[config.mk]
export PLATFORM = sky130hd
export DESIGN_NAME = fra_ctrl
export DESIGN_NICKNAME = d
export VERILOG_FILES = /design/src/sv/fra_pkg.sv /design/src/sv/fra_ctrl.sv
export SDC_FILE = /design/constraint.sdc
export NUM_CORES = 1
export LEC_CHECK = 0
export BUFFER_PORTS_ARGS = -buffer_cell sky130_fd_sc_hd__buf_2
export CORE_AREA = 2 2 39 41
export CTS_BUF_LIST = sky130_fd_sc_hd__clkbuf_2 sky130_fd_sc_hd__clkbuf_4 sky130_fd_sc_hd__clkbuf_8
export DETAILED_ROUTE_END_ITERATION = 12
export DIE_AREA = 0 0 41 43
export HOLD_SLACK_MARGIN = 0.03
export PLACE_DENSITY = 0.45
export SYNTH_ARGS = -nofsm -noshare
export SYNTH_HDL_FRONTEND = slang
export SYNTH_SLANG_ARGS = --single-unit
[constraint.sdc]
create_clock -name clk -period 1.6 [get_ports clk]
set_input_delay 0.16 -clock clk [delete_from_list [all_inputs] [get_ports clk]]
set_output_delay 0.16 -clock clk [all_outputs]
set_load 0.05 [all_outputs]
[src/sv/fra_pkg.sv]
// ----------------------------------------------------------------------------
// fra_pkg
// Shared types and constants of the fragment run allocator: controller
// commands, datapath status, register indexes and fixed field widths.
// ----------------------------------------------------------------------------
package fra_pkg;

	// fixed field widths
	localparam int FPB_W   = 4;
	localparam int MSZ_W   = 17;
	localparam int CNT_W   = 4;
	localparam int ADDR_W  = 16;
	localparam int TOTAL_W = 32;
	localparam int CFG_W   = 17;

	// largest block; also the width of one usage map word
	localparam int MAX_FPB = 8;
	localparam int WORD_W  = MAX_FPB;
	localparam int OFS_W   = 3;

	// configuration register indexes
	localparam logic CFG_FPB      = 1'b0;
	localparam logic CFG_MAP_SIZE = 1'b1;

	// item kinds
	localparam logic KIND_ALLOC = 1'b0;
	localparam logic KIND_MARK  = 1'b1;

	// controller to datapath
	typedef struct packed {
		logic clr_step;      // write zero at sweep address, advance
		logic load;          // capture item, rewind group pointer
		logic rd_mark;       // read word holding the mark bit
		logic wr_mark;       // write back word with mark bit set
		logic rd_grp;        // read both words under current group
		logic next_grp;      // step to next group
		logic commit;        // write low word, note start and total
		logic wr_hi;         // write high word if the run spills into it
		logic emit_ok_alloc;
		logic emit_ok_mark;
		logic emit_fail;
	} cmd_t;

	// datapath to controller
	typedef struct packed {
		logic clr_last;
		logic is_mark;
		logic mark_in_range;
		logic want_bad;
		logic grp_end;
		logic fit;
	} sts_t;

endpackage

[src/sv/fra_ctrl.sv]
// ----------------------------------------------------------------------------
// fra_ctrl
// Sequencer of the allocator: clearing sweep, item dispatch, group scan.
// ----------------------------------------------------------------------------
module fra_ctrl import fra_pkg::*; (
	input  logic clk,
	input  logic arst_n,
	input  logic start,
	input  sts_t sts,
	output cmd_t cmd,
	output logic busy
);

	localparam logic [2:0] ST_CLEAR   = 3'd0;
	localparam logic [2:0] ST_IDLE    = 3'd1;
	localparam logic [2:0] ST_DISP    = 3'd2;
	localparam logic [2:0] ST_MARK_WR = 3'd3;
	localparam logic [2:0] ST_SCAN    = 3'd4;
	localparam logic [2:0] ST_CHECK   = 3'd5;
	localparam logic [2:0] ST_FIN     = 3'd6;

	logic [2:0] state_q;
	logic [2:0] state_d;

	always_ff @(posedge clk or negedge arst_n) begin
		if (!arst_n) begin
			state_q <= ST_CLEAR;
		end else begin
			state_q <= state_d;
		end
	end

	always_comb begin
		cmd     = '0;
		state_d = state_q;
		unique case (state_q)
			ST_CLEAR: begin
				cmd.clr_step = 1'b1;
				if (sts.clr_last) begin
					state_d = ST_IDLE;
				end
			end
			ST_IDLE: begin
				if (start) begin
					cmd.load = 1'b1;
					state_d  = ST_DISP;
				end
			end
			ST_DISP: begin
				priority if (sts.is_mark && sts.mark_in_range) begin
					cmd.rd_mark = 1'b1;
					state_d     = ST_MARK_WR;
				end else if (sts.is_mark || sts.want_bad) begin
					cmd.emit_fail = 1'b1;
					state_d       = ST_IDLE;
				end else begin
					state_d = ST_SCAN;
				end
			end
			ST_MARK_WR: begin
				cmd.wr_mark      = 1'b1;
				cmd.emit_ok_mark = 1'b1;
				state_d          = ST_IDLE;
			end
			ST_SCAN: begin
				if (sts.grp_end) begin
					cmd.emit_fail = 1'b1;
					state_d       = ST_IDLE;
				end else begin
					cmd.rd_grp = 1'b1;
					state_d    = ST_CHECK;
				end
			end
			ST_CHECK: begin
				if (sts.fit) begin
					cmd.commit = 1'b1;
					state_d    = ST_FIN;
				end else begin
					cmd.next_grp = 1'b1;
					state_d      = ST_SCAN;
				end
			end
			ST_FIN: begin
				cmd.wr_hi         = 1'b1;
				cmd.emit_ok_alloc = 1'b1;
				state_d           = ST_IDLE;
			end
			default: begin
				state_d = ST_IDLE;
			end
		endcase
	end

	assign busy = (state_q != ST_IDLE);

	// one result per item, and the block is free right after it
	a_emit_onehot: assert property (@(posedge clk) disable iff (!arst_n)
		$onehot0({cmd.emit_ok_alloc, cmd.emit_ok_mark, cmd.emit_fail}))
		else $error("more than one result issued at once");

	a_emit_idle: assert property (@(posedge clk) disable iff (!arst_n)
		(cmd.emit_ok_alloc || cmd.emit_ok_mark || cmd.emit_fail) |=> !busy)
		else $error("block still busy after result");

	// single write port on the map
	a_one_write: assert property (@(posedge clk) disable iff (!arst_n)
		$onehot0({cmd.clr_step, cmd.wr_mark, cmd.commit, cmd.wr_hi}))
		else $error("two map writes in one cycle");

	a_accept: assert property (@(posedge clk) disable iff (!arst_n)
		(start && !busy) |=> (state_q == ST_DISP))
		else $error("accepted item not dispatched");

endmodule

* Yosys cells after proc, flatten, opt, wreduce, memory -nomap -nowiden *
Index checks and enable logic that the tools add are counted.

word-level totals
  output and inout port bits = 12
  register bits after elaboration = 3
  bits in writable memories = 0
  input bits = 9
  latch bits = 0
  memories = 0
  memory bits (read-only) = 0

cells by class
  bitwise logic cells = 0
  magnitude comparators = 0
  add/sub/neg operators = 0
  equality and inequality tests = 9
  $mul = 0
  muxes and demuxes = 23
  shift-type cells = 0
  div/mod/pow operators = 0
  reductions and logical operators = 4

operator list
  operator            number
  $mux 3              5
  $pmux 3 s5          1
  $mux 1              13
  $eq 3x3->1 const B  3
  $eq 3x2->1 const B  2
  $mux 2              3
  $ne 2x2->1 const B  2
  $eq 3x1->1 const B  1
  $logic_not 3->1     1
  $ne 3x1->1 const B  1
  $pmux 1 s2          1
  $reduce_and 2->1    1
  $logic_and 1x1->1   1
  $logic_or 1x1->1    1

* Depth between registers and ports, before layout *
Gate-level depths: netlist of the first run.

  depth after elaboration = 4
  gate-level depth with buffers = 4

* Worst setup path before layout of the first run *
Ideal clock, no wire load.

  path type = register to register
  start point = register state_q[2]
  end point = register state_q[1]
  cell stages (with the launch flop) = 4
  setup slack = -0.374 ns
  data required time = 1.530 ns
  arrival time = 1.904 ns
  path buffers = 0
  clock period less this slack = 1.974 ns
  cells stage by stage = dfrtp_1 -> nand2b_1 -> nor3_1 -> or3_1

between the ends
  longest elaborated chain between the ends = 3

RTL lines
  what                                                  RTL line        RTL
  from (decl)                                           fra_ctrl.sv:22  logic [2:0] state_q;
  from (signal assigned)                                fra_ctrl.sv:29  state_q <= state_d;
  $eq 3x1->1 / $logic_not 3->1 (equally long branches)  fra_ctrl.sv:36  unique case (state_q)
  $ne 2x2->1 (no source line)                           -
  $reduce_and 2->1 (no source line)                     -

Parallel ways exist; a longest one is shown, timed or not.
A chain may end at the register's enable or synchronous reset.

==> run_results.csv, run 1 <==
group,metric,value,unit
status,outcome,"complete, no violations",
yosys,post_synth.cell_area_avg,8.022,sq um
sta,rsz0062_at_grt,"yes",
place,post-place-ws,126.5,ps
sta,setup_viol_count_final,0,
place,dp.cells,69,
routing,detail-route-antenna-nets,0,
yosys,synth_cell_types,21,
sta,whs,251.8,ps
pwr,comb_power_share,67.8,%
finish,largest_reg_flops,3,
sta,clock_skew,0.5254,ps
pwr,leakagePower,0.2423,nW
sta,min_period,1571,ps
routing,drtIter0Drc,1,
routing,routedWlPerCell,10.01,um
pwr,vdd_ir_drop_max,0.6529,mV
place,io_buffers,20,
finish,drive_above_1_share,68.97,%
sta,max_freq,636.7,MHz
pwr,seq_power_share,17.1,%
pwr,internal-power,0.4386,mW
global_routing,grt_pass1_vias,289,
cts,postCtsSetupBuffers,0,
pwr,cellPowerDensity,2127,nW/um^2
yosys,yosysTopAreaCell,"dfrtp_1",
floorplanning,ios,21,
cts,cts_buffer_depth,2,
cts,cts-buffers-inserted,3,
routing,viasPerCell,4.216,
yosys,synth_edf_count,0,
finish,largest_register,"state_q",
yosys,ys_top_cells_by_area,"dfrtp_1 28%, buf_4 8.3%, nand2_1 6.9%",
finish,diodes,0,
yosys,yosysSeqAreaShare,27.52,%
finish,largestRegisters,"state_q (3)",
yosys,synth_area,272.8,sq um
sta,hold_viol_final,0,
yosys,yosys_warnings,0,
routing,vias,312,
place,placed_area,410.4,sq um
floorplanning,std_cell_rows,14,
finish,area_growth,74.31,%
pwr,power.share.switching,56.62,%
sta,fin_crit_sh,98.17,%
routing,first_pass_iters,2,
place,place.gp.congestion,0.7332,
setup_path,crit_fanout,2,
global_routing,grt_max_degree,12,
cts,cts_tree,"done",
setup_path,endpoint_kind,"primary output",
sta,slew_headroom,66.72,%
yosys,synth_top_area_share,27.52,%
cts,cts_max_level,1,
setup_path,critPathKind,"register to primary output",
routing,drt_wl_total,741,um
pwr,total_power,1.011,mW
finish,finalInstanceArea,475.5,sq um
setup_path,setup.worst_path.start_class,"register",
routing,drc,0,
floorplanning,die_height,43,um
global_routing,grt_pass1_wl,1131,um
setup_path,cpMaxStageDelayCell,"or3b_4",
floorplanning,design.die.area,1763,sq um
global_routing,grt_usage,10.45,%
setup_path,path_cells,"nand2b_4, or3b_4, a21oi_4, buf_6",
setup_path,slowest_delay,380,ps
run,maxCapViolCount,0,
yosys,async_flop_share,100.0,%
floorplanning,core_area,1384,sq um
sta,tightest_slew,494.6,ps
floorplanning,die_x,41,um
pwr,clockPowerShare,15.1,%
finish,fin_util,34.36,%
sta,setup_tns,0,ps
global_routing,grt_overflow,0,
setup_path,cp.arrival,1410,ps
cts,clk_latency,230,ps
yosys,synth.ff_latch_count,3,
yosys,ys_dominant_reg_cell,"dfrtp_1",
yosys,synthCells,34,
yosys,syn-num-nets,43,
finish,layoutNonFillerInstCount,74,
finish,fin_nets,68,
cts,root_buffer,"clkbuf_4",
place,place_hpwl,599.8,um
pwr,p_sw,0.5726,mW
global_routing,antenna_found_initial,0,
setup_path,worstPathRequired,1440,ps
cts,numClockSinks,3,
sta,final-max-slew-violation-count,0,
floorplanning,floorplan.initialDensity,19.71,%
cts,cts.clk_slew.worst_paths,40,ps
min_path,worstHoldPathType,"input pin to register",
sta,setup_ws,29.35,ps
-- what timing repair did --
item                                   CTS  global route
resized for setup                        4             6
setup endpoints to repair                5             3
pin swaps                                1             0
cloned                                   0             0
hold buffers                             1             0
endpoints found under the hold margin    3             0
-- final timing paths --
check,startpoint,to,slack (ps),depth (start not counted)
min reg2reg,state_q[1],state_q[0],680,2
max reg2reg,state_q[1],state_q[0],220,4
min,sts[2],state_q[0],250,3
max,state_q[2],cmd[0],30,4
min in group asynchronous,arst_n,state_q[2],260,2
max in group asynchronous,arst_n,state_q[0],1230,2
-- layout by cell type, fill, tap and decap left out, types with 2 or more instances in the layout --
| cell | instances |
|---|---|
| buf_4 | 5 |
| nor2_1 | 4 |
| clkbuf_4 | 5 |
| nand2_1 | 5 |
| dfrtp_1 | 2 |
| nor3_2 | 2 |
| buf_2 | 16 |
-- cells in the mapped netlist, types with 2 or more instances --
cell type,count
nor3_1,2
buf_4,3
nand2_1,5
dfrtp_1,3
nor2_1,5
-- power groups by stage --
stage	sequential [mW]	clock, mW	combinational [mW]
6_report	0.173	0.152	0.686
5_1_grt	0.183	0.162	0.730
4_1_cts	0.167	0.159	0.679
3_5_place_dp	0.165	0	0.660
3_3_place_gp	0.164	0	0.663
2_1_floorplan	0.126	0	0.584
-- final cells by class --
type | count | area (sq um)
clock buffer | 4 | 30.03
fill | 158 | 908.4
inverter | 1 | 3.754
multi-input combinational | 26 | 198.9
sequential | 3 | 76.32
tap | 16 | 20.02
timing repair buffer | 24 | 146.4
-- per-layer routing --
metal | track usage, % | vias to the layer above | part of all wire (%)
met3 | 4.712 | 0 | 8.9
li1 | - | 163 | -
met5 | 0 | - | 0
met2 | 12.50 | 14 | 48
met1 | 11.94 | 135 | 43
met4 | 12.00 | 0 | 0
-- kinds of logic (layout without fill, tap and decap cells) --
logic type | Yosys count | in the layout | share of synthesized area (%)
buffers and inverters | 5 | 29 | 13.76
AND/OR/NAND/NOR | 22 | 22 | 47.26
AO/OA/AOI/OAI | 4 | 4 | 11.47
flip-flops | 3 | 3 | 27.52
-- critical path, delay by kind of cell, from the launching register on --
family | cells | cell delay [ps]
compound gates | 1 | 130
buf+inv | 1 | 170
flops | 1 | 370
simple gates | 2 | 520
Note: power is estimated with default switching activity, not from simulation.
==> run 2: changes to the inputs <==
--- a/config.mk
+++ b/config.mk
@@ -11,7 +11,6 @@
 export DETAILED_ROUTE_END_ITERATION = 12
 export DIE_AREA = 0 0 41 43
 export HOLD_SLACK_MARGIN = 0.03
-export PLACE_DENSITY = 0.45
 export SYNTH_ARGS = -nofsm -noshare
 export SYNTH_HDL_FRONTEND = slang
 export SYNTH_SLANG_ARGS = --single-unit
==> run_results.csv, run 2 (same netlist as run 1, synthesis figures left out) <==
group,metric,value,unit
floorplanning,design.die.area,1763,sq um
sta,tightest_slew,482.3,ps
pwr,vdd_ir_drop_max,0.7634,mV
pwr,internal-power,0.4438,mW
global_routing,grt_pass1_vias,271,
routing,vias,328,
pwr,comb_power_share,68.3,%
setup_path,cpMaxStageDelayCell,"or3b_4",
routing,routedWlPerCell,9.892,um
global_routing,grt_pass1_wl,1055,um
global_routing,grt_overflow,0,
place,place_hpwl,568,um
sta,fin_crit_sh,100.6,%
pwr,p_sw,0.5679,mW
finish,layout_common_cells,"15 x buf_2, 6 x clkbuf_4, 5 x nand2_1, 5 x buf_4, 4 x nor2_1",
finish,area_growth,75.23,%
floorplanning,std_cell_rows,14,
pwr,clockPowerShare,14.6,%
cts,cts_tree,"done",
pwr,leakagePower,0.2422,nW
global_routing,grt_usage,9.457,%
run,maxCapViolCount,0,
cts,cts.clk_slew.worst_paths,40,ps
place,dp.cells,69,
setup_path,cp.arrival,1450,ps
sta,rsz0062_at_grt,"yes",
finish,fin_util,34.54,%
setup_path,worstPathRequired,1440,ps
routing,drt_wl_total,732,um
sta,hold_viol_final,0,
pwr,cellPowerDensity,2117,nW/um^2
floorplanning,floorplan.initialDensity,19.71,%
sta,min_period,1610,ps
routing,viasPerCell,4.432,
setup_path,crit_fanout,2,
status,outcome,"finished, violations left",
sta,setup_ws,-10.09,ps
finish,largestRegisters,"state_q (3)",
sta,final-max-slew-violation-count,0,
finish,diodes,0,
pwr,total_power,1.012,mW
setup_path,path_cells,"nand2b_4, or3b_4, a21oi_4, buf_6",
place,io_buffers,20,
floorplanning,die_height,43,um
sta,setup_tns,-10.09,ps
cts,numClockSinks,3,
sta,max_freq,621.1,MHz
sta,whs,239.3,ps
cts,cts-buffers-inserted,3,
setup_path,slowest_delay,400,ps
finish,layoutNonFillerInstCount,74,
floorplanning,core_area,1384,sq um
routing,drtIter0Drc,2,
sta,setup_viol_count_final,1,
routing,drc,0,
cts,cts_buffer_depth,2,
setup_path,endpoint_kind,"primary output",
floorplanning,ios,21,
status,violations,"negative setup slack",
floorplanning,die_x,41,um
pwr,power.share.switching,56.14,%
setup_path,setup.worst_path.start_class,"register",
cts,root_buffer,"clkbuf_4",
finish,fin_nets,68,
pwr,seq_power_share,17.0,%
global_routing,antenna_found_initial,0,
setup_path,critPathKind,"register to primary output",
sta,clock_skew,1.972,ps
cts,clk_latency,230,ps
finish,largest_register,"state_q",
routing,first_pass_iters,2,
global_routing,grt_max_degree,12,
cts,postCtsSetupBuffers,0,
finish,largest_reg_flops,3,
place,place.gp.congestion,0.7647,
finish,drive_above_1_share,68.97,%
min_path,worstHoldPathType,"input pin to register",
sta,slew_headroom,67.55,%
cts,cts_max_level,1,
routing,detail-route-antenna-nets,0,
finish,layout_commonest_cell,"buf_2",
run 2: per-layer routing:
layer  up-vias  routed length [um]  track usage [%]
met3         0                  53            4.712
met4         0                   0            8.000
met2        12                 340            12.50
met5         -                   0                0
met1       152                 339            10.68
li1        164                   -                -
run 2: power by group through the flow:
stage	registers [mW]	logic (mW)	clock network (mW)
2_1_floorplan	0.126	0.584	0
3_3_place_gp	0.164	0.655	0
3_5_place_dp	0.164	0.657	0
4_1_cts	0.173	0.686	0.153
5_1_grt	0.180	0.735	0.168
6_report	0.172	0.691	0.148
run 2: repair_timing:
item                                    in CTS  in global routing
endpoints found under the hold margin        3                  0
gates resized for setup                      5                  6
endpoints found under the setup margin       3                  5
hold buffers                                 1                  0
run 2: metrics by stage:
stage               worst slack, ps  instance area (sq um)
floorplan                     60.04                  301.5
global placement              129.1                  410.4
detailed placement            117.6                  410.4
CTS                          -9.237                  467.9
global route                 -60.20                  478.0
finish                       -10.09                  478.0
run 2: worst paths after layout:
path | cells past startpoint | from | end | slack [ps]
worst max-delay path | 4 | state_q[2] | cmd[0] | -10
worst min-delay path | 3 | sts[2] | state_q[0] | 240
worst max register to register | 4 | state_q[1] | state_q[0] | 250
worst min register to register | 2 | state_q[1] | state_q[0] | 660
max in group asynchronous | 2 | arst_n | state_q[0] | 1230
min in group asynchronous | 2 | arst_n | state_q[0] | 250
run 2: area by class of cell:
type                       count  area, sq um
sequential                     3        76.32
timing repair buffer          24        148.9
fill                         145        905.9
multi-input combinational     26        198.9
inverter                       1        3.754
clock buffer                   4        30.03
tap                           16        20.02
run 2: critical path: cells and delay by family, from the launching register on:
| family | cells | cell delay [ps] |
|---|---|---|
| flops | 1 | 380 |
| simple gates | 2 | 540 |
| compound gates | 1 | 130 |
| buf+inv | 1 | 170 |
